==> src/hdl/ascii_decimal_int16_parser_defines.svh <==
// Assertion macros for the ascii_decimal_int16_parser RTL, used in adip_parse_core.
// ADIP_ASSERT is sampled on the clock and disabled in reset.
// ADIP_ASSERT_ANY is sampled on the clock in every cycle, including reset.
`ifndef ASCII_DECIMAL_INT16_PARSER_DEFINES_SVH
`define ASCII_DECIMAL_INT16_PARSER_DEFINES_SVH

`ifndef ASSERT_OFF
`define ADIP_ASSERT(lbl, clk, rst_n, prop, msg) \
    lbl: assert property (@(posedge clk) disable iff (!(rst_n)) (prop)) else $error(msg);
`define ADIP_ASSERT_ANY(lbl, clk, prop, msg) \
    lbl: assert property (@(posedge clk) (prop)) else $error(msg);
`else
`define ADIP_ASSERT(lbl, clk, rst_n, prop, msg)
`define ADIP_ASSERT_ANY(lbl, clk, prop, msg)
`endif

`endif

==> src/hdl/adip_pkg.sv <==
`timescale 1ns / 1ps
// ----------------------------------------------------------------------------
// adip_pkg: types and constants of the ASCII decimal parser
// Word structs for both channels, the stage handoff struct, the phase enum
// and the character codes the parser tests against.
// ----------------------------------------------------------------------------
package adip_pkg;

    typedef struct packed {
        logic [7:0] char_byte;
        logic       last_byte;
    } t_in_word;

    typedef struct packed {
        logic signed [15:0] parsed_value;
        logic               parse_ok;
    } t_out_word;

    // Handoff from the input register to the parse core.
    typedef struct packed {
        logic     adv;
        t_in_word word;
    } t_step;

    typedef enum logic [2:0] {
        PH_LEAD   = 3'd0,
        PH_SIGN   = 3'd1,
        PH_DIGITS = 3'd2,
        PH_TRAIL  = 3'd3,
        PH_FAIL   = 3'd4
    } t_phase;

    localparam logic [7:0] CH_NUL   = 8'h00;
    localparam logic [7:0] CH_TAB   = 8'h09;
    localparam logic [7:0] CH_LF    = 8'h0A;
    localparam logic [7:0] CH_VT    = 8'h0B;
    localparam logic [7:0] CH_FF    = 8'h0C;
    localparam logic [7:0] CH_CR    = 8'h0D;
    localparam logic [7:0] CH_SPACE = 8'h20;
    localparam logic [7:0] CH_PLUS  = 8'h2B;
    localparam logic [7:0] CH_MINUS = 8'h2D;
    localparam logic [7:0] CH_ZERO  = 8'h30;
    localparam logic [7:0] CH_NINE  = 8'h39;

    // Running magnitude times ten plus a digit fits in 19 bits.
    localparam int unsigned       ACC_W     = 19;
    localparam logic [ACC_W-1:0]  LIMIT_POS = 19'd32767;
    localparam logic [ACC_W-1:0]  LIMIT_NEG = 19'd32768;

endpackage

==> src/hdl/ascii_decimal_int16_parser.sv <==
`timescale 1ns / 1ps
// ----------------------------------------------------------------------------
// ascii_decimal_int16_parser: ASCII decimal token to signed 16-bit value
// Takes one byte per word with a last-byte flag and gives one result word per
// token: ok and the value, or not ok with value zero.
//
//   channel | direction | handshake                  | word
//   in      | input     | i_in_valid / o_in_stall    | i_in_word  (char, last)
//   out     | output    | o_out_valid / i_out_stall  | o_out_word (value, ok)
//
// One byte a cycle unless a last byte waits on a stalled output; the last
// byte of a token sits in the input register until the result register has
// room, then the result register loads and the result word becomes valid.
// The sign/magnitude update is a single shift-add and compare per byte.
// Synchronous active-low reset clears the token state and both valids.
// Only a last byte waits on a stalled output; other bytes keep flowing.
// ----------------------------------------------------------------------------
module ascii_decimal_int16_parser (
    input  logic                i_clk,
    input  logic                i_rst_n,
    input  logic                i_in_valid,
    output logic                o_in_stall,
    input  adip_pkg::t_in_word  i_in_word,
    output logic                o_out_valid,
    input  logic                i_out_stall,
    output adip_pkg::t_out_word o_out_word
);
    import adip_pkg::*;

    t_step step;
    logic  slot_free;

    adip_in_stage u_in_stage (
        .i_clk       (i_clk),
        .i_rst_n     (i_rst_n),
        .i_in_valid  (i_in_valid),
        .o_in_stall  (o_in_stall),
        .i_in_word   (i_in_word),
        .i_slot_free (slot_free),
        .o_step      (step)
    );

    adip_parse_core u_parse_core (
        .i_clk       (i_clk),
        .i_rst_n     (i_rst_n),
        .i_step      (step),
        .o_slot_free (slot_free),
        .o_out_valid (o_out_valid),
        .i_out_stall (i_out_stall),
        .o_out_word  (o_out_word)
    );

endmodule

==> src/hdl/adip_in_stage.sv <==
`timescale 1ns / 1ps
// ----------------------------------------------------------------------------
// adip_in_stage: input register of the parser
// Holds one incoming word and releases it to the parse core. A word that is
// not the last of its token always moves on; a last word waits for room in
// the result register.
// ----------------------------------------------------------------------------
module adip_in_stage (
    input  logic              i_clk,
    input  logic              i_rst_n,
    input  logic              i_in_valid,
    output logic              o_in_stall,
    input  adip_pkg::t_in_word i_in_word,
    input  logic              i_slot_free,
    output adip_pkg::t_step   o_step
);
    import adip_pkg::*;

    logic     r_valid;
    logic     n_valid;
    t_in_word r_word;
    logic     adv;
    logic     load;

    assign adv        = r_valid && (!r_word.last_byte || i_slot_free);
    assign o_in_stall = r_valid && !adv;
    assign load       = i_in_valid && !o_in_stall;

    always_comb begin
        n_valid = r_valid;
        if (load) begin
            n_valid = 1'b1;
        end else if (adv) begin
            n_valid = 1'b0;
        end
    end

    always_ff @(posedge i_clk) begin
        if (!i_rst_n) begin
            r_valid <= 1'b0;
        end else begin
            r_valid <= n_valid;
        end
    end

    always_ff @(posedge i_clk) begin
        if (load) begin
            r_word <= i_in_word;
        end
    end

    assign o_step.adv  = adv;
    assign o_step.word = r_word;

endmodule

==> src/hdl/adip_parse_core.sv <==
`timescale 1ns / 1ps
// ----------------------------------------------------------------------------
// adip_parse_core: token state machine and result register
// Updates phase, sign and magnitude for each released byte and loads the
// result register on the last byte of a token.
// ----------------------------------------------------------------------------
`include "ascii_decimal_int16_parser_defines.svh"

module adip_parse_core (
    input  logic               i_clk,
    input  logic               i_rst_n,
    input  adip_pkg::t_step    i_step,
    output logic               o_slot_free,
    output logic               o_out_valid,
    input  logic               i_out_stall,
    output adip_pkg::t_out_word o_out_word
);
    import adip_pkg::*;

    t_phase           r_phase;
    t_phase           n_phase;
    logic             r_neg;
    logic             n_neg;
    logic [15:0]      r_mag;
    logic [15:0]      n_mag;
    logic             r_out_valid;
    logic             n_out_valid;
    t_out_word        r_out;
    t_out_word        n_out;

    t_phase           ph_after;
    logic             neg_after;
    logic [15:0]      mag_after;
    logic [7:0]       c;
    logic             is_blank;
    logic             is_digit;
    logic [ACC_W-1:0] acc;
    logic [ACC_W-1:0] lim;
    logic             done;

    assign c        = i_step.word.char_byte;
    assign is_blank = c inside {CH_SPACE, CH_TAB, CH_LF, CH_CR, CH_FF, CH_VT};
    assign is_digit = c inside {[CH_ZERO:CH_NINE]};
    // mag * 10 + digit, as (mag << 3) + (mag << 1) + digit
    assign acc = {r_mag, 3'b000} + {2'b00, r_mag, 1'b0} + {15'd0, c[3:0]};
    assign lim = (r_phase == PH_LEAD) ? LIMIT_POS : (r_neg ? LIMIT_NEG : LIMIT_POS);
    assign done = i_step.adv && i_step.word.last_byte;

    // Phase, sign and magnitude after this byte.
    always_comb begin
        ph_after  = r_phase;
        neg_after = r_neg;
        mag_after = r_mag;
        case (r_phase)
            PH_LEAD: begin
                if (is_blank) begin
                    ph_after = PH_LEAD;
                end else if (c == CH_PLUS || c == CH_MINUS) begin
                    neg_after = (c == CH_MINUS);
                    ph_after  = PH_SIGN;
                end else if (is_digit) begin
                    if (acc > lim) begin
                        ph_after = PH_FAIL;
                    end else begin
                        mag_after = acc[15:0];
                        ph_after  = PH_DIGITS;
                    end
                end else begin
                    ph_after = PH_FAIL;
                end
            end
            PH_SIGN, PH_DIGITS: begin
                if (is_digit) begin
                    if (acc > lim) begin
                        ph_after = PH_FAIL;
                    end else begin
                        mag_after = acc[15:0];
                        ph_after  = PH_DIGITS;
                    end
                end else if (r_phase == PH_DIGITS && (is_blank || c == CH_NUL)) begin
                    ph_after = PH_TRAIL;
                end else begin
                    ph_after = PH_FAIL;
                end
            end
            PH_TRAIL: begin
                if (!(is_blank || c == CH_NUL)) begin
                    ph_after = PH_FAIL;
                end
            end
            default: begin
                ph_after = PH_FAIL;
            end
        endcase
    end

    // Next state: hold when idle, restart after the last byte.
    always_comb begin
        n_phase = r_phase;
        n_neg   = r_neg;
        n_mag   = r_mag;
        if (i_step.adv) begin
            if (i_step.word.last_byte) begin
                n_phase = PH_LEAD;
                n_neg   = 1'b0;
                n_mag   = 16'd0;
            end else begin
                n_phase = ph_after;
                n_neg   = neg_after;
                n_mag   = mag_after;
            end
        end
    end

    // Result word and result register control.
    always_comb begin
        n_out.parse_ok     = (ph_after == PH_DIGITS) || (ph_after == PH_TRAIL);
        n_out.parsed_value = '0;
        if (n_out.parse_ok) begin
            n_out.parsed_value = neg_after ? 16'(16'd0 - mag_after) : mag_after;
        end
        o_slot_free = !r_out_valid || !i_out_stall;
        n_out_valid = r_out_valid && i_out_stall;
        if (done) begin
            n_out_valid = 1'b1;
        end
    end

    always_ff @(posedge i_clk) begin
        if (!i_rst_n) begin
            r_phase     <= PH_LEAD;
            r_neg       <= 1'b0;
            r_mag       <= 16'd0;
            r_out_valid <= 1'b0;
        end else begin
            r_phase     <= n_phase;
            r_neg       <= n_neg;
            r_mag       <= n_mag;
            r_out_valid <= n_out_valid;
        end
    end

    always_ff @(posedge i_clk) begin
        if (done) begin
            r_out <= n_out;
        end
    end

    assign o_out_valid = r_out_valid;
    assign o_out_word  = r_out;

    `ADIP_ASSERT(a_fail_zero, i_clk, i_rst_n, r_out_valid && !r_out.parse_ok |-> r_out.parsed_value == 16'sd0, "failed result carries a nonzero value")
    `ADIP_ASSERT(a_restart, i_clk, i_rst_n, done |=> (r_phase == PH_LEAD && r_mag == 16'd0 && !r_neg), "state not cleared after last byte")
    `ADIP_ASSERT(a_mag_bound, i_clk, i_rst_n, r_mag <= 16'd32768, "magnitude above negative limit")
    `ADIP_ASSERT(a_no_overwrite, i_clk, i_rst_n, r_out_valid && i_out_stall |-> !done, "result overwritten while stalled")
    `ADIP_ASSERT_ANY(a_reset_idle, i_clk, !i_rst_n |=> !r_out_valid, "result valid right after reset")

endmodule

==> config.mk <==
export PLATFORM = sky130hd
export DESIGN_NAME = ascii_decimal_int16_parser
export DESIGN_NICKNAME = d
export VERILOG_FILES = /design/src/hdl/adip_pkg.sv /design/src/hdl/ascii_decimal_int16_parser.sv /design/src/hdl/adip_in_stage.sv /design/src/hdl/adip_parse_core.sv
export VERILOG_INCLUDE_DIRS = /design/src /design/src/hdl
export SDC_FILE = /design/constraint.sdc
export NUM_CORES = 1
export LEC_CHECK = 0
export BUFFER_PORTS_ARGS = -buffer_cell sky130_fd_sc_hd__buf_2
export CORE_MARGIN = 4
export CORE_UTILIZATION = 65
export CTS_CLUSTER_SIZE = 28
export DETAILED_ROUTE_END_ITERATION = 16
export PLACE_DENSITY = 0.84
export SYNTH_ARGS = -nofsm -noshare
export SYNTH_HDL_FRONTEND = slang
export SYNTH_SLANG_ARGS = --single-unit
==> constraint.sdc <==
create_clock -name i_clk -period 14.5 [get_ports i_clk]
set_input_delay 0.725 -clock i_clk [delete_from_list [all_inputs] [get_ports i_clk]]
set_output_delay 0.725 -clock i_clk [all_outputs]
set_load 0.02 [all_outputs]
==> report_table.html, run 1 <==
<table>
<tr><th>Metric</th><th>Value</th></tr>
<tr><th colspan="2">Floorplanning</th></tr>
<tr><td>Overall die width</td><td>88.9 µm</td></tr>
<tr><td>Site Rows</td><td>29</td></tr>
<tr><td>I/O Pins</td><td>32</td></tr>
<tr><td>Die height</td><td>88.9 µm</td></tr>
<tr><td>Starting Density</td><td>67.0%</td></tr>
<tr><td>Placeable core area</td><td>6350 µm²</td></tr>
<tr><td>Floorplan die area</td><td>7900 µm²</td></tr>
<tr><th colspan="2">Critical path</th></tr>
<tr><td>Class of the most critical setup path</td><td>flip-flop to flip-flop</td></tr>
<tr><td>Critical path arrival</td><td>7.38 ns</td></tr>
<tr><td>Crit. End Element</td><td>flip-flop</td></tr>
<tr><td>Buffering stage count on the worst path with inverters included</td><td>2</td></tr>
<tr><td>Slowest cell on the critical path</td><td>sky130_fd_sc_hd__and4_1</td></tr>
<tr><td>Crit path depth</td><td>23</td></tr>
<tr><td>Register-to-Register Path Depth</td><td>23</td></tr>
<tr><td>Biggest fanout along the worst timing path</td><td>19</td></tr>
<tr><td>Sequence of cells on the critical path</td><td>inv_1 -&gt; fa_1 -&gt; inv_1 -&gt; ha_1 -&gt; a211oi_2 -&gt; nor4_2 -&gt; nor2_1 -&gt; o21bai_1 -&gt; xor2_1 -&gt; ha_1 -&gt; nand3_1 -&gt; or2_1 -&gt; or4_1 -&gt; a21oi_2 -&gt; and4_1 -&gt; mux2i_1 -&gt; ha_1 -&gt; nand3b_1 -&gt; nor3_1 -&gt; nand2_1 -&gt; o31ai_1 -&gt; xor2_1 -&gt; o22ai_1</td></tr>
<tr><td>Register-to-register path setup slack</td><td>7.15 ns</td></tr>
<tr><td>Worst setup path startpoint</td><td>u_in_stage.o_step[4]</td></tr>
<tr><td>Critical path endpoint</td><td>u_parse_core.o_out_word[15]</td></tr>
<tr><td>Cell family with most CP delay</td><td>simple AND/OR/NAND/NOR gates</td></tr>
<tr><td>Crit Reg-Reg Startpoint</td><td>u_in_stage.o_step[4]</td></tr>
<tr><td>Required time worst endpoint</td><td>14.54 ns</td></tr>
<tr><td>Crit-path max cell delay</td><td>0.85 ns</td></tr>
<tr><td>Terminus of the critical flop-to-flop path</td><td>u_parse_core.o_out_word[15]</td></tr>
<tr><td>Crit path top cell by count</td><td>sky130_fd_sc_hd__ha_1</td></tr>
<tr><td>CP startpoint kind</td><td>flip-flop</td></tr>
<tr><th colspan="2">GRT</th></tr>
<tr><td>Initial antenna violation count</td><td>0</td></tr>
<tr><td>Total congestion overflow</td><td>0</td></tr>
<tr><td>Largest net degree at the start of global routing</td><td>23</td></tr>
<tr><td>Routing usage on met1</td><td>39.1%</td></tr>
<tr><td>First-pass GRT wire length</td><td>17700 µm</td></tr>
<tr><td>GRT met2 Usage</td><td>44.9%</td></tr>
<tr><td>Combined global-route utilization of all metal layers</td><td>28.7%</td></tr>
<tr><td>Vias in the first global route</td><td>3596</td></tr>
<tr><td>Gr busiest metal</td><td>met2</td></tr>
<tr><td>Met3 routing resource usage after global routing</td><td>4.52%</td></tr>
<tr><th colspan="2">Logic synthesis</th></tr>
<tr><td>Async set-or-reset flop fraction in the synthesized netlist</td><td>0%</td></tr>
<tr><td>Most used flip-flop cell after synthesis</td><td>sky130_fd_sc_hd__edfxtp_1</td></tr>
<tr><td>Cell count after synthesis</td><td>476</td></tr>
<tr><td>Count of flip-flops with a built-in enable after synthesis</td><td>26</td></tr>
<tr><td>Number of nets in the synthesized netlist</td><td>539</td></tr>
<tr><td>Fraction of the yosys area taken by sequential cells</td><td>28.7%</td></tr>
<tr><td>Warning count from the yosys run</td><td>0</td></tr>
<tr><td>Cell variety after synth</td><td>70</td></tr>
<tr><td>Count of state elements after synthesis</td><td>48</td></tr>
<tr><td>Post-synthesis instance area</td><td>4260 µm²</td></tr>
<tr><td>Synth Area per Inst</td><td>8.94 µm²</td></tr>
<tr><th colspan="2">Flow run</th></tr>
<tr><td>Maximum Capacitance Violations</td><td>0</td></tr>
<tr><th colspan="2">Clocking</th></tr>
<tr><td>Clock sink count</td><td>48</td></tr>
<tr><td>Maximum count of clock buffers along a single path</td><td>2</td></tr>
<tr><td>Hold-fix buffers, CTS</td><td>0</td></tr>
<tr><td>TritonCTS clock tree</td><td>built</td></tr>
<tr><td>Clock buffer count from CTS</td><td>5</td></tr>
<tr><td>Root buf cell</td><td>sky130_fd_sc_hd__clkbuf_8</td></tr>
<tr><td>Level count of the clock H-tree</td><td>2</td></tr>
<tr><td>Clock latency of the later-clocked register in the worst-skew pair</td><td>0.30 ns</td></tr>
<tr><td>Number of gates resized after CTS</td><td>0</td></tr>
<tr><td>Setup Fix Bufs, Post-CTS</td><td>0</td></tr>
<tr><td>Clock transition at the registers of the reported paths</td><td>0.09 ns</td></tr>
<tr><th colspan="2">Pwr</th></tr>
<tr><td>Static power due to leakage</td><td>1.96 nW</td></tr>
<tr><td>Worst vdd ir</td><td>0.0546 mV</td></tr>
<tr><td>Ratio of total power to cell area</td><td>63.0 nW/µm²</td></tr>
<tr><th colspan="2">Timing</th></tr>
<tr><td>Share of the clock period used by the worst path</td><td>50.7%</td></tr>
<tr><td>Max Clk Rate</td><td>0.136 GHz</td></tr>
<tr><td>Final hold vios</td><td>0</td></tr>
<tr><td>Min Tclk post-route</td><td>7.35 ns</td></tr>
<tr><td>Setup repair after global routing missed its margin</td><td>false</td></tr>
<tr><td>Setup violators final</td><td>0</td></tr>
<tr><td>Actual transition at the worst max-transition pin</td><td>0.909 ns</td></tr>
<tr><td>Setup Total Neg Slack</td><td>0 ns</td></tr>
<tr><td>Minimum hold slack</td><td>0.506 ns</td></tr>
<tr><td>Final slew viol count</td><td>0</td></tr>
<tr><td>Slew Limit Headroom</td><td>39.4%</td></tr>
<tr><td>Worst-case clock skew</td><td>0.00552 ns</td></tr>
<tr><th colspan="2">Final layout</th></tr>
<tr><td>Area overhead of the layout relative to synthesis</td><td>7.67%</td></tr>
<tr><td>Area used by multi-input combinational logic</td><td>2900 µm²</td></tr>
<tr><td>Diodes inserted</td><td>0</td></tr>
<tr><td>Post-Layout Inst Area</td><td>4580 µm²</td></tr>
<tr><td>Final net count</td><td>562</td></tr>
<tr><td>Share of layout cells above drive strength 1</td><td>12.2%</td></tr>
<tr><td>Filler Cell Count</td><td>496</td></tr>
<tr><td>Seq. cell area</td><td>1220 µm²</td></tr>
<tr><th colspan="2">Placed design</th></tr>
<tr><td>Weighted congestion at the end of routability-driven global placement</td><td>0.958</td></tr>
<tr><td>Half-perimeter wire length of the detailed placement result</td><td>8360 µm</td></tr>
<tr><td>Port-buffer cells</td><td>31</td></tr>
<tr><td>Total cell area at the placement stage</td><td>4440 µm²</td></tr>
<tr><th colspan="2">Route</th></tr>
<tr><td>Detailed-router iteration count before antenna repair</td><td>5</td></tr>
<tr><td>Post-detailed-route count of antenna-violating nets</td><td>0</td></tr>
<tr><td>Vias per std cell</td><td>6.76</td></tr>
<tr><td>Total wirelength of the detailed-routed design</td><td>11000 µm</td></tr>
<tr><td>Routed via count</td><td>3902</td></tr>
<tr><td>Detailed Route Iter0 Violations</td><td>349</td></tr>
<tr><td>Routed length per instance</td><td>19.0 µm</td></tr>
<tr><td>DRC</td><td>0</td></tr>
<tr><th colspan="2">Hold path</th></tr>
<tr><td>Worst hold path type</td><td>flip-flop to flip-flop</td></tr>
<tr><th colspan="2">Outcome</th></tr>
<tr><td>Result of the run</td><td>completed</td></tr>
</table>
tightest hold or removal path, stage by stage, from the launching register on:
cell and delay, ns:
sky130_fd_sc_hd__dfxtp_1 0.33, sky130_fd_sc_hd__nand2_1 0.06, sky130_fd_sc_hd__a21boi_0 0.07
how the worst min path moves through the flow:
stage / startpoint / cells past startpoint / to / slack [ns]
final: u_parse_core.o_out_valid / 2 / u_parse_core.o_out_valid / 0.51
after CTS: u_parse_core.o_out_valid / 2 / u_parse_core.o_out_valid / 0.51
after detailed placement: u_parse_core.o_out_valid / 2 / u_parse_core.o_out_valid / 0.50
after global routing: u_parse_core.o_out_valid / 2 / u_parse_core.o_out_valid / 0.54
after floorplan: u_parse_core.r_phase[0] / 2 / u_parse_core.r_phase[2] / 0.50
after global placement: u_parse_core.o_out_valid / 2 / u_parse_core.o_out_valid / 0.47
per-layer routing:
| metal | vias up | wire (µm) |
|---|---|---|
| met3 | 33 | 947 |
| met1 | 1814 | 4710 |
| li1 | 1853 | - |
| met5 | - | 0 |
| met2 | 202 | 4960 |
| met4 | 0 | 348 |
final cells by class:
class,count,share of cell area [%]
multi-input combinational,395,63.2
sequential,48,26.7
timing repair buffer,33,3.71
tap,77,2.10
clock buffer,5,1.50
clock inverter,3,1.50
inverter,16,1.31
report_power, final:
part / internal, mW / switching (mW)
combinational: 0.00816 / 0.0139
clock: 0.0694 / 0.0482
sequential: 0.146 / 0.00301
total: 0.223 / 0.0651
placed cells by master (no fill, tap or decap), types with 4 or more instances in the layout:
| cell type | n |
|---|---|
| sky130_fd_sc_hd__nand4_1 | 7 |
| sky130_fd_sc_hd__a31oi_1 | 5 |
| sky130_fd_sc_hd__inv_1 | 16 |
| sky130_fd_sc_hd__nor2_1 | 23 |
| sky130_fd_sc_hd__nor3_1 | 11 |
| sky130_fd_sc_hd__o22ai_1 | 7 |
| sky130_fd_sc_hd__or4_1 | 5 |
| sky130_fd_sc_hd__and2_1 | 12 |
| sky130_fd_sc_hd__nor4_1 | 6 |
| sky130_fd_sc_hd__a21oi_1 | 21 |
| sky130_fd_sc_hd__o211ai_1 | 7 |
| sky130_fd_sc_hd__ha_1 | 48 |
| sky130_fd_sc_hd__mux2i_1 | 13 |
| sky130_fd_sc_hd__clkbuf_8 | 5 |
| sky130_fd_sc_hd__a21boi_0 | 5 |
| sky130_fd_sc_hd__or3_1 | 11 |
| sky130_fd_sc_hd__nor2b_1 | 15 |
| sky130_fd_sc_hd__o21ai_1 | 5 |
| sky130_fd_sc_hd__o31ai_1 | 6 |
| sky130_fd_sc_hd__a21o_1 | 6 |
| sky130_fd_sc_hd__xnor2_1 | 11 |
| sky130_fd_sc_hd__buf_2 | 31 |
| sky130_fd_sc_hd__a211oi_1 | 10 |
| sky130_fd_sc_hd__dfxtp_1 | 22 |
| sky130_fd_sc_hd__and3_1 | 4 |
| sky130_fd_sc_hd__nand2_1 | 38 |
| sky130_fd_sc_hd__a22oi_1 | 10 |
| sky130_fd_sc_hd__edfxtp_1 | 26 |
| sky130_fd_sc_hd__xor2_1 | 12 |
| sky130_fd_sc_hd__nand2b_1 | 5 |
| sky130_fd_sc_hd__nand3_1 | 13 |
| sky130_fd_sc_hd__o21ai_0 | 25 |
per-stage QoR:
step | setup WS [ns] | power, mW | instances | util (%)
floorplan | 8.30 | 0.167 | 476 | -
global placement | 7.62 | 0.173 | 569 | 70.0
detailed placement | 7.33 | 0.173 | 569 | 70.0
CTS | 7.29 | 0.288 | 577 | 72.2
global route | 6.72 | 0.297 | 577 | 72.2
finish | 7.15 | 0.289 | 577 | 72.2
cells by family (layout without fill, tap and decap cells):
group	after synthesis	after routing	synth area share, %
xor gates and xnor gates	23	23	4.73
DFF	48	48	28.7
adders and majority gates	50	50	15.1
and+or+nand+nor	175	175	23.3
AOI/OAI and AO/OA	129	129	20.5
muxes	18	18	4.47
buffers and inverters	33	57	3.23
cells in the mapped netlist (3+ instances only):
library cell	count	area, µm²
sky130_fd_sc_hd__nand2_1	38	143
sky130_fd_sc_hd__o21ai_1	5	25.0
sky130_fd_sc_hd__a21oi_2	3	26.3
sky130_fd_sc_hd__a211oi_1	10	75.1
sky130_fd_sc_hd__or3_1	11	68.8
sky130_fd_sc_hd__and3_1	4	25.0
sky130_fd_sc_hd__nor3b_1	3	22.5
sky130_fd_sc_hd__ha_1	48	601
sky130_fd_sc_hd__o22ai_1	7	43.8
sky130_fd_sc_hd__xor2_1	12	105
sky130_fd_sc_hd__nand3_1	13	65.1
sky130_fd_sc_hd__a21oi_1	21	105
sky130_fd_sc_hd__a21o_1	6	45.0
sky130_fd_sc_hd__nand3b_1	3	22.5
sky130_fd_sc_hd__nand2b_1	5	31.3
sky130_fd_sc_hd__clkbuf_1	13	48.8
sky130_fd_sc_hd__nor3_1	11	55.1
sky130_fd_sc_hd__xnor2_1	11	96.3
sky130_fd_sc_hd__o21ai_0	25	125
sky130_fd_sc_hd__nor2b_1	15	93.8
sky130_fd_sc_hd__a21boi_0	5	37.5
sky130_fd_sc_hd__inv_1	16	60.1
sky130_fd_sc_hd__mux2i_1	13	130
sky130_fd_sc_hd__nor2_1	23	86.3
sky130_fd_sc_hd__o31ai_1	6	45.0
sky130_fd_sc_hd__or4_1	5	37.5
sky130_fd_sc_hd__a22oi_1	10	75.1
sky130_fd_sc_hd__nand4_1	7	43.8
sky130_fd_sc_hd__a31oi_1	5	31.3
sky130_fd_sc_hd__o211ai_1	7	52.6
sky130_fd_sc_hd__nor4_1	6	37.5
sky130_fd_sc_hd__and2_1	12	75.1
sky130_fd_sc_hd__edfxtp_1	26	781
sky130_fd_sc_hd__o211a_1	3	30.0
sky130_fd_sc_hd__dfxtp_1	22	440
state kept, by name, summed over array words and instances, names as in the netlist:
register,flops
u_parse_core.r_phase,3
u_parse_core.r_neg,1
u_parse_core.o_out_word,17
u_parse_core.o_out_valid,1
u_parse_core.r_mag,16
u_in_stage.r_valid,1
u_in_stage.o_step,9
Note: power is estimated with default switching activity, not from simulation.
==> run 2, diff against run 1 <==
ABC_AREA = 1   (was unset)
CORE_UTILIZATION = 56   (was 65)
PLACE_DENSITY = 0.77   (was 0.84)
clock period = 6.4 ns   (was 14.5 ns; I/O delays follow)
==> report_table.html, run 2 <==
<table>
<tr><th>Metric</th><th>Value</th></tr>
<tr><th colspan="2">Timing</th></tr>
<tr><td>Final hold vios</td><td>0 (unchanged)</td></tr>
<tr><td>Slew Limit Headroom</td><td>19.4% (was 39.4%)</td></tr>
<tr><td>Worst-case clock skew</td><td>0.0109 ns (was 0.00552 ns)</td></tr>
<tr><td>Final worst-path setup slack</td><td>0.970 ns (was 7.15 ns)</td></tr>
<tr><td>Min Tclk post-route</td><td>5.43 ns (was 7.35 ns)</td></tr>
<tr><td>Setup Total Neg Slack</td><td>0 ns (unchanged)</td></tr>
<tr><td>Setup repair after global routing missed its margin</td><td>false (unchanged)</td></tr>
<tr><td>Final slew viol count</td><td>0 (unchanged)</td></tr>
<tr><td>Max Clk Rate</td><td>0.184 GHz (was 0.136 GHz)</td></tr>
<tr><td>Share of the clock period used by the worst path</td><td>84.8% (was 50.7%)</td></tr>
<tr><td>Minimum hold slack</td><td>0.184 ns (was 0.506 ns)</td></tr>
<tr><td>Actual transition at the worst max-transition pin</td><td>1.21 ns (was 0.909 ns)</td></tr>
<tr><td>Setup violators final</td><td>0 (unchanged)</td></tr>
<tr><th colspan="2">Clocking</th></tr>
<tr><td>Level count of the clock H-tree</td><td>2 (unchanged)</td></tr>
<tr><td>Clock sink count</td><td>48 (unchanged)</td></tr>
<tr><td>Number of gates resized after CTS</td><td>0 (unchanged)</td></tr>
<tr><td>TritonCTS clock tree</td><td>built (unchanged)</td></tr>
<tr><td>Clock transition at the registers of the reported paths</td><td>0.10 ns (was 0.09 ns)</td></tr>
<tr><td>Clock buffer count from CTS</td><td>5 (unchanged)</td></tr>
<tr><td>Maximum count of clock buffers along a single path</td><td>2 (unchanged)</td></tr>
<tr><td>Setup Fix Bufs, Post-CTS</td><td>0 (unchanged)</td></tr>
<tr><td>Hold-fix buffers, CTS</td><td>0 (unchanged)</td></tr>
<tr><td>Clock latency of the later-clocked register in the worst-skew pair</td><td>0.31 ns (was 0.30 ns)</td></tr>
<tr><td>Root buf cell</td><td>sky130_fd_sc_hd__clkbuf_8 (unchanged)</td></tr>
<tr><th colspan="2">Critical path</th></tr>
<tr><td>Terminus of the critical flop-to-flop path</td><td>u_parse_core.o_out_word[11] (was u_parse_core.o_out_word[15])</td></tr>
<tr><td>Critical path arrival</td><td>5.49 ns (was 7.38 ns)</td></tr>
<tr><td>CP startpoint kind</td><td>flip-flop (unchanged)</td></tr>
<tr><td>Worst setup path startpoint</td><td>u_parse_core.r_mag[2] (was u_in_stage.o_step[4])</td></tr>
<tr><td>Crit. End Element</td><td>flip-flop (unchanged)</td></tr>
<tr><td>Biggest fanout along the worst timing path</td><td>15 (was 19)</td></tr>
<tr><td>Register-to-register path setup slack</td><td>0.97 ns (was 7.15 ns)</td></tr>
<tr><td>Crit Reg-Reg Startpoint</td><td>u_parse_core.r_mag[2] (was u_in_stage.o_step[4])</td></tr>
<tr><td>Class of the most critical setup path</td><td>flip-flop to flip-flop (unchanged)</td></tr>
<tr><td>Required time worst endpoint</td><td>6.46 ns (was 14.54 ns)</td></tr>
<tr><td>Register-to-Register Path Depth</td><td>31 (was 23)</td></tr>
<tr><td>Slowest cell on the critical path</td><td>sky130_fd_sc_hd__fa_1 (was sky130_fd_sc_hd__and4_1)</td></tr>
<tr><td>Crit path top cell by count</td><td>sky130_fd_sc_hd__nand2_1 (was sky130_fd_sc_hd__ha_1)</td></tr>
<tr><td>Crit-path max cell delay</td><td>0.48 ns (was 0.85 ns)</td></tr>
<tr><th colspan="2">Placed design</th></tr>
<tr><td>Weighted congestion at the end of routability-driven global placement</td><td>0.983 (was 0.958)</td></tr>
<tr><td>Port-buffer cells</td><td>31 (unchanged)</td></tr>
<tr><td>Placed Cells</td><td>753 (was 569)</td></tr>
<tr><td>Place WS</td><td>1.04 ns (was 7.33 ns)</td></tr>
<tr><td>Total cell area at the placement stage</td><td>4540 µm² (was 4440 µm²)</td></tr>
<tr><td>Half-perimeter wire length of the detailed placement result</td><td>8130 µm (was 8360 µm)</td></tr>
<tr><th colspan="2">Floorplanning</th></tr>
<tr><td>Starting Density</td><td>58.6% (was 67.0%)</td></tr>
<tr><td>Site Rows</td><td>31 (was 29)</td></tr>
<tr><td>Placeable core area</td><td>7410 µm² (was 6350 µm²)</td></tr>
<tr><td>Die height</td><td>96.0 µm (was 88.9 µm)</td></tr>
<tr><td>Floorplan die area</td><td>9220 µm² (was 7900 µm²)</td></tr>
<tr><td>Overall die width</td><td>96.0 µm (was 88.9 µm)</td></tr>
<tr><td>I/O Pins</td><td>32 (unchanged)</td></tr>
<tr><th colspan="2">Logic synthesis</th></tr>
<tr><td>Async set-or-reset flop fraction in the synthesized netlist</td><td>0% (unchanged)</td></tr>
<tr><td>Post-synthesis instance area</td><td>4340 µm² (was 4260 µm²)</td></tr>
<tr><td>Count of state elements after synthesis</td><td>48 (unchanged)</td></tr>
<tr><td>Fraction of the yosys area taken by sequential cells</td><td>28.1% (was 28.7%)</td></tr>
<tr><td>Top cell type's share of synthesized area</td><td>18.0% (was 18.3%)</td></tr>
<tr><td>Warning count from the yosys run</td><td>0 (unchanged)</td></tr>
<tr><td>Yosys top cell by area</td><td>sky130_fd_sc_hd__edfxtp_1 (unchanged)</td></tr>
<tr><td>Post-synth top cells</td><td>sky130_fd_sc_hd__nand2_1 (199), sky130_fd_sc_hd__inv_1 (85), sky130_fd_sc_hd__nor2_1 (52) (was sky130_fd_sc_hd__ha_1 (48), sky130_fd_sc_hd__nand2_1 (38), sky130_fd_sc_hd__edfxtp_1 (26))</td></tr>
<tr><td>Cell with the most instances after synthesis</td><td>sky130_fd_sc_hd__nand2_1 (was sky130_fd_sc_hd__ha_1)</td></tr>
<tr><td>Number of nets in the synthesized netlist</td><td>698 (was 539)</td></tr>
<tr><td>Cell count after synthesis</td><td>635 (was 476)</td></tr>
<tr><td>Synth Area per Inst</td><td>6.83 µm² (was 8.94 µm²)</td></tr>
<tr><td>Synth area leaders</td><td>sky130_fd_sc_hd__edfxtp_1 (18%), sky130_fd_sc_hd__nand2_1 (17%), sky130_fd_sc_hd__ha_1 (14%) (was sky130_fd_sc_hd__edfxtp_1 (18%), sky130_fd_sc_hd__ha_1 (14%), sky130_fd_sc_hd__dfxtp_1 (10%))</td></tr>
<tr><td>Most used flip-flop cell after synthesis</td><td>sky130_fd_sc_hd__edfxtp_1 (unchanged)</td></tr>
<tr><td>Count of flip-flops with a built-in enable after synthesis</td><td>26 (unchanged)</td></tr>
<tr><td>Cell variety after synth</td><td>43 (was 70)</td></tr>
<tr><th colspan="2">Pwr</th></tr>
<tr><td>Ratio of total power to cell area</td><td>135 nW/µm² (was 63.0 nW/µm²)</td></tr>
<tr><td>Static power due to leakage</td><td>2.54 nW (was 1.96 nW)</td></tr>
<tr><td>Worst vdd ir</td><td>0.134 mV (was 0.0546 mV)</td></tr>
<tr><th colspan="2">Route</th></tr>
<tr><td>Vias per std cell</td><td>5.34 (was 6.76)</td></tr>
<tr><td>DRC</td><td>0 (unchanged)</td></tr>
<tr><td>Post-detailed-route count of antenna-violating nets</td><td>0 (unchanged)</td></tr>
<tr><td>Detailed Route Iter0 Violations</td><td>272 (was 349)</td></tr>
<tr><td>Routed via count</td><td>4063 (was 3902)</td></tr>
<tr><td>Total wirelength of the detailed-routed design</td><td>10100 µm (was 11000 µm)</td></tr>
<tr><td>Routed length per instance</td><td>13.3 µm (was 19.0 µm)</td></tr>
<tr><td>Detailed-router iteration count before antenna repair</td><td>5 (unchanged)</td></tr>
<tr><th colspan="2">GRT</th></tr>
<tr><td>Combined global-route utilization of all metal layers</td><td>23.2% (was 28.7%)</td></tr>
<tr><td>Total congestion overflow</td><td>0 (unchanged)</td></tr>
<tr><td>Vias in the first global route</td><td>3838 (was 3596)</td></tr>
<tr><td>First-pass GRT wire length</td><td>17100 µm (was 17700 µm)</td></tr>
<tr><td>Initial antenna violation count</td><td>0 (unchanged)</td></tr>
<tr><td>Largest net degree at the start of global routing</td><td>22 (was 23)</td></tr>
<tr><th colspan="2">Final layout</th></tr>
<tr><td>Filler Cell Count</td><td>697 (was 496)</td></tr>
<tr><td>Final net count</td><td>724 (was 562)</td></tr>
<tr><td>Share of layout cells above drive strength 1</td><td>13.0% (was 12.2%)</td></tr>
<tr><td>Area overhead of the layout relative to synthesis</td><td>7.15% (was 7.67%)</td></tr>
<tr><td>Post-Layout Inst Area</td><td>4650 µm² (was 4580 µm²)</td></tr>
<tr><td>Filler-free cell count of the finished design</td><td>761 (was 577)</td></tr>
<tr><td>Diodes inserted</td><td>0 (unchanged)</td></tr>
<tr><td>Top library cells by usage in the layout, fill and taps aside</td><td>sky130_fd_sc_hd__nand2_1 (199), sky130_fd_sc_hd__inv_1 (85), sky130_fd_sc_hd__nor2_1 (52) (was sky130_fd_sc_hd__ha_1 (48), sky130_fd_sc_hd__nand2_1 (38), sky130_fd_sc_hd__buf_2 (31))</td></tr>
<tr><td>Most frequent standard cell in the layout excluding fill and tap cells</td><td>sky130_fd_sc_hd__nand2_1 (was sky130_fd_sc_hd__ha_1)</td></tr>
<tr><td>Flip-flop count of the largest register after layout</td><td>17 (unchanged)</td></tr>
<tr><th colspan="2">Hold path</th></tr>
<tr><td>Hold-critical path endpoint</td><td>u_in_stage.o_step[0] (was u_parse_core.o_out_valid)</td></tr>
<tr><td>Number of cells traversed by the worst hold path</td><td>1 (was 2)</td></tr>
<tr><td>Worst hold path type</td><td>input port to flip-flop (was flip-flop to flip-flop)</td></tr>
<tr><td>HP Start</td><td>i_in_word[0] (was u_parse_core.o_out_valid)</td></tr>
<tr><th colspan="2">Flow run</th></tr>
<tr><td>Maximum Capacitance Violations</td><td>0 (unchanged)</td></tr>
<tr><th colspan="2">Outcome</th></tr>
<tr><td>Result of the run</td><td>completed (unchanged)</td></tr>
</table>
==> run 2: changes by cell type after synthesis, sizes merged, moves of 8 or more <==
cell / previous run / this run
a21oi: 24 / 51
inv: 16 / 93
nand3: 14 / 43
nor2: 24 / 58
and2: 12 / 2
nor2b: 15 / 0
a211oi: 12 / 1
nand2: 38 / 217
a22oi: 10 / 0
o21ai: 30 / 22
mux2i: 13 / 0
or3: 11 / 0
==> run 2: per-layer routing <==
layer / track usage [%] / share of wire (%)
met5: 0 / 0
met4: 6.16 / 1.9
met3: 3.05 / 4.6
met2: 41.1 / 49
met1: 29.4 / 44
==> run 2: cell type report <==
type | count | area (µm²) | share of cell area [%]
well taps | 99 | 124 | 2.66
inverters | 93 | 349 | 7.51
clock buffers | 6 | 93.8 | 2.02
multi-input cells | 482 | 2690 | 57.9
repair buffers | 31 | 155 | 3.34
clock inverters | 2 | 15.0 | 0.323
flip-flops and latches | 48 | 1220 | 26.3
==> run 2: kinds of logic after synthesis <==
group,share of synthesized area [%]
xor+xnor,2.42
compound gates,9.98
simple gates,34.9
buf+inv,9.83
flops,28.1
fa+ha+maj,14.8
==> run 2: critical path: cells and delay by family (launching register included) <==
family / cells / cell delay (ns)
xor gates and xnor gates: 1 / 0.22
DFF: 1 / 0.43
buffers and inverters: 5 / 0.45
AOI/OAI and AO/OA: 4 / 0.72
adders and majority gates: 4 / 1.44
and+or+nand+nor: 17 / 1.95
==> run 2: power by group <==
part / leakage, nW / internal [mW] / switching, mW
logic: 2.07 / 0.0242 / 0.0566
clock network: 0.0573 / 0.102 / 0.110
registers: 0.420 / 0.331 / 0.00439
==> run 2: how the worst max path moves through the flow <==
stage                                       end  slack, ns  depth (start not counted)
CTS                  u_parse_core.o_out_word[9]        1.0                         31
global placement     u_parse_core.o_out_word[9]       1.27                         31
global route         u_parse_core.o_out_word[9]       0.47                         31
floorplan           u_parse_core.o_out_word[13]       1.80                         32
detailed placement   u_parse_core.o_out_word[9]       1.04                         31
finish              u_parse_core.o_out_word[11]       0.97                         31
==> run 2: through the flow <==
stage | power [mW] | util (%)
after floorplan | 0.403 | -
after global placement | 0.419 | 61.3
after detailed placement | 0.423 | 61.3
after CTS | 0.629 | 62.8
after global routing | 0.654 | 62.8
final | 0.629 | 62.8
==> run 3, diff against run 2 <==
clock period = 4.9 ns   (was 6.4 ns; I/O delays follow)
==> report_table.html, run 3 (synthesis results as in run 2) <==
<table>
<tr><th>Metric</th><th>Value</th></tr>
<tr><th colspan="2">Placed design</th></tr>
<tr><td>Port-buffer cells</td><td>31 (unchanged)</td></tr>
<tr><td>Total cell area at the placement stage</td><td>4630 µm² (was 4540 µm²)</td></tr>
<tr><td>Half-perimeter wire length of the detailed placement result</td><td>8090 µm (was 8130 µm)</td></tr>
<tr><td>Weighted congestion at the end of routability-driven global placement</td><td>0.988 (was 0.983)</td></tr>
<tr><th colspan="2">Critical path</th></tr>
<tr><td>Cell family with most CP delay</td><td>simple AND/OR/NAND/NOR gates (unchanged)</td></tr>
<tr><td>Required time worst endpoint</td><td>4.97 ns (was 6.46 ns)</td></tr>
<tr><td>Crit. End Element</td><td>flip-flop (unchanged)</td></tr>
<tr><td>Critical path arrival</td><td>4.71 ns (was 5.49 ns)</td></tr>
<tr><td>Biggest fanout along the worst timing path</td><td>6 (was 15)</td></tr>
<tr><td>Slowest cell on the critical path</td><td>sky130_fd_sc_hd__fa_1 (unchanged)</td></tr>
<tr><td>Buffering stage count on the worst path with inverters included</td><td>7 (was 5)</td></tr>
<tr><td>Class of the most critical setup path</td><td>flip-flop to flip-flop (unchanged)</td></tr>
<tr><td>CP startpoint kind</td><td>flip-flop (unchanged)</td></tr>
<tr><td>Crit-path max cell delay</td><td>0.53 ns (was 0.48 ns)</td></tr>
<tr><td>Crit path top cell by count</td><td>sky130_fd_sc_hd__nand2_1 (unchanged)</td></tr>
<tr><th colspan="2">Timing</th></tr>
<tr><td>Share of the clock period used by the worst path</td><td>94.5% (was 84.8%)</td></tr>
<tr><td>Final hold vios</td><td>0 (unchanged)</td></tr>
<tr><td>Min Tclk post-route</td><td>4.63 ns (was 5.43 ns)</td></tr>
<tr><td>Final slew viol count</td><td>0 (unchanged)</td></tr>
<tr><td>Setup violators final</td><td>0 (unchanged)</td></tr>
<tr><td>Max Clk Rate</td><td>0.216 GHz (was 0.184 GHz)</td></tr>
<tr><td>Setup Total Neg Slack</td><td>0 ns (unchanged)</td></tr>
<tr><td>Slew Limit Headroom</td><td>13.9% (was 19.4%)</td></tr>
<tr><td>Worst-case clock skew</td><td>0.00733 ns (was 0.0109 ns)</td></tr>
<tr><td>Actual transition at the worst max-transition pin</td><td>1.29 ns (was 1.21 ns)</td></tr>
<tr><th colspan="2">Route</th></tr>
<tr><td>Vias per std cell</td><td>5.42 (was 5.34)</td></tr>
<tr><td>Routed via count</td><td>4219 (was 4063)</td></tr>
<tr><td>DR WL met2</td><td>5330 µm (was 4980 µm)</td></tr>
<tr><td>Max layer used</td><td>met4 (unchanged)</td></tr>
<tr><td>Detailed-router iteration count before antenna repair</td><td>5 (unchanged)</td></tr>
<tr><td>Total wirelength of the detailed-routed design</td><td>10700 µm (was 10100 µm)</td></tr>
<tr><td>Post-detailed-route count of antenna-violating nets</td><td>0 (unchanged)</td></tr>
<tr><td>Metal3 WL</td><td>546 µm (was 465 µm)</td></tr>
<tr><td>DRC</td><td>0 (unchanged)</td></tr>
<tr><td>Routed length per instance</td><td>13.8 µm (was 13.3 µm)</td></tr>
<tr><td>Detailed Route Iter0 Violations</td><td>265 (was 272)</td></tr>
<tr><td>Met1 Routed Length</td><td>4470 µm (about the same)</td></tr>
<tr><th colspan="2">Pwr</th></tr>
<tr><td>Worst vdd ir</td><td>0.184 mV (was 0.134 mV)</td></tr>
<tr><td>Overall Power</td><td>0.796 mW (was 0.629 mW)</td></tr>
<tr><td>Static power due to leakage</td><td>2.67 nW (was 2.54 nW)</td></tr>
<tr><td>Ratio of total power to cell area</td><td>161 nW/µm² (was 135 nW/µm²)</td></tr>
<tr><th colspan="2">Clocking</th></tr>
<tr><td>Maximum count of clock buffers along a single path</td><td>2 (unchanged)</td></tr>
<tr><td>Clock buffer count from CTS</td><td>5 (unchanged)</td></tr>
<tr><td>Hold-fix buffers, CTS</td><td>0 (unchanged)</td></tr>
<tr><td>Clock transition at the registers of the reported paths</td><td>0.09 ns (was 0.10 ns)</td></tr>
<tr><td>TritonCTS clock tree</td><td>built (unchanged)</td></tr>
<tr><td>Clock sink count</td><td>48 (unchanged)</td></tr>
<tr><td>Level count of the clock H-tree</td><td>2 (unchanged)</td></tr>
<tr><td>Clock latency of the later-clocked register in the worst-skew pair</td><td>0.31 ns (about the same)</td></tr>
<tr><td>Root buf cell</td><td>sky130_fd_sc_hd__clkbuf_8 (unchanged)</td></tr>
<tr><th colspan="2">Final layout</th></tr>
<tr><td>Top library cells by usage in the layout, fill and taps aside</td><td>sky130_fd_sc_hd__nand2_1 (184), sky130_fd_sc_hd__inv_1 (83), sky130_fd_sc_hd__nor2_1 (48) (was sky130_fd_sc_hd__nand2_1 (199), sky130_fd_sc_hd__inv_1 (85), sky130_fd_sc_hd__nor2_1 (52))</td></tr>
<tr><td>Share of layout cells above drive strength 1</td><td>20.5% (was 13.0%)</td></tr>
<tr><td>Area overhead of the layout relative to synthesis</td><td>14.3% (was 7.15%)</td></tr>
<tr><td>Post-Layout Inst Area</td><td>4960 µm² (was 4650 µm²)</td></tr>
<tr><td>Final net count</td><td>741 (was 724)</td></tr>
<tr><td>Flip-flop count of the largest register after layout</td><td>17 (unchanged)</td></tr>
<tr><td>Diodes inserted</td><td>0 (unchanged)</td></tr>
<tr><td>Filler Cell Count</td><td>639 (was 697)</td></tr>
<tr><td>Most frequent standard cell in the layout excluding fill and tap cells</td><td>sky130_fd_sc_hd__nand2_1 (unchanged)</td></tr>
<tr><th colspan="2">GRT</th></tr>
<tr><td>Largest net degree at the start of global routing</td><td>22 (unchanged)</td></tr>
<tr><td>First-pass GRT wire length</td><td>17500 µm (was 17100 µm)</td></tr>
<tr><td>Total congestion overflow</td><td>0 (unchanged)</td></tr>
<tr><td>Initial antenna violation count</td><td>0 (unchanged)</td></tr>
<tr><td>Combined global-route utilization of all metal layers</td><td>24.1% (was 23.2%)</td></tr>
<tr><td>Vias in the first global route</td><td>3955 (was 3838)</td></tr>
<tr><th colspan="2">Floorplanning</th></tr>
<tr><td>Starting Density</td><td>58.6% (unchanged)</td></tr>
<tr><td>I/O Pins</td><td>32 (unchanged)</td></tr>
<tr><td>Floorplan die area</td><td>9220 µm² (unchanged)</td></tr>
<tr><td>Die height</td><td>96.0 µm (unchanged)</td></tr>
<tr><td>Placeable core area</td><td>7410 µm² (unchanged)</td></tr>
<tr><td>Overall die width</td><td>96.0 µm (unchanged)</td></tr>
<tr><td>Site Rows</td><td>31 (unchanged)</td></tr>
<tr><th colspan="2">Outcome</th></tr>
<tr><td>Result of the run</td><td>completed (unchanged)</td></tr>
<tr><th colspan="2">Flow run</th></tr>
<tr><td>Maximum Capacitance Violations</td><td>0 (unchanged)</td></tr>
<tr><th colspan="2">Hold path</th></tr>
<tr><td>Worst hold path type</td><td>input port to flip-flop (unchanged)</td></tr>
</table>
run 3: path summary, 6_finish.rpt:
kind	from	endpoint	slack [ns]	depth (start not counted)
worst max-delay path	u_in_stage.o_step[4]	u_parse_core.o_out_word[13]	0.27	32
worst min register to register	u_parse_core.r_mag[0]	u_parse_core.r_mag[0]	0.49	2
worst max register to register	u_in_stage.o_step[4]	u_parse_core.o_out_word[13]	0.27	32
worst min-delay path	i_in_word[8]	u_in_stage.o_step[8]	0.10	1
run 3: per-stage QoR:
stage	util, %	cells	setup slack [ns]	hold slack, ns
finish	66.9	778	0.269	0.104
floorplan	-	635	0.305	0.344
detailed placement	62.5	765	0.107	0.423
global placement	62.5	765	0.228	0.421
CTS	63.7	773	0.0730	0.0999
global route	66.9	778	-0.0721	0.0943
run 3: where the power goes:
group          leakage [nW]  switching [mW]  internal (mW)
Sequential            0.420         0.00560          0.433
Clock                0.0479           0.140         0.0997
Combinational          2.20          0.0804         0.0381
Total                  2.67           0.226          0.571
run 3: what timing repair did:
item	CTS	global route
endpoints found under the setup margin	0	15
buffers inserted	0	4
resized for setup	0	50
run 3: per-layer routing:
metal	vias up	track usage (%)
met1	1899	29.7
met4	0	12.7
li1	2128	-
met3	36	3.36
met2	156	40.6
met5	-	0
run 3: layout make-up:
cell class / instances / area [µm²] / share of cell area [%]
multi-input combinational: 482 / 2860 / 57.7
sequential: 48 / 1220 / 24.6
inverter: 93 / 349 / 7.04
timing repair buffer: 48 / 315 / 6.36
tap: 99 / 124 / 2.50
clock buffer: 5 / 68.8 / 1.39
clock inverter: 3 / 18.8 / 0.379
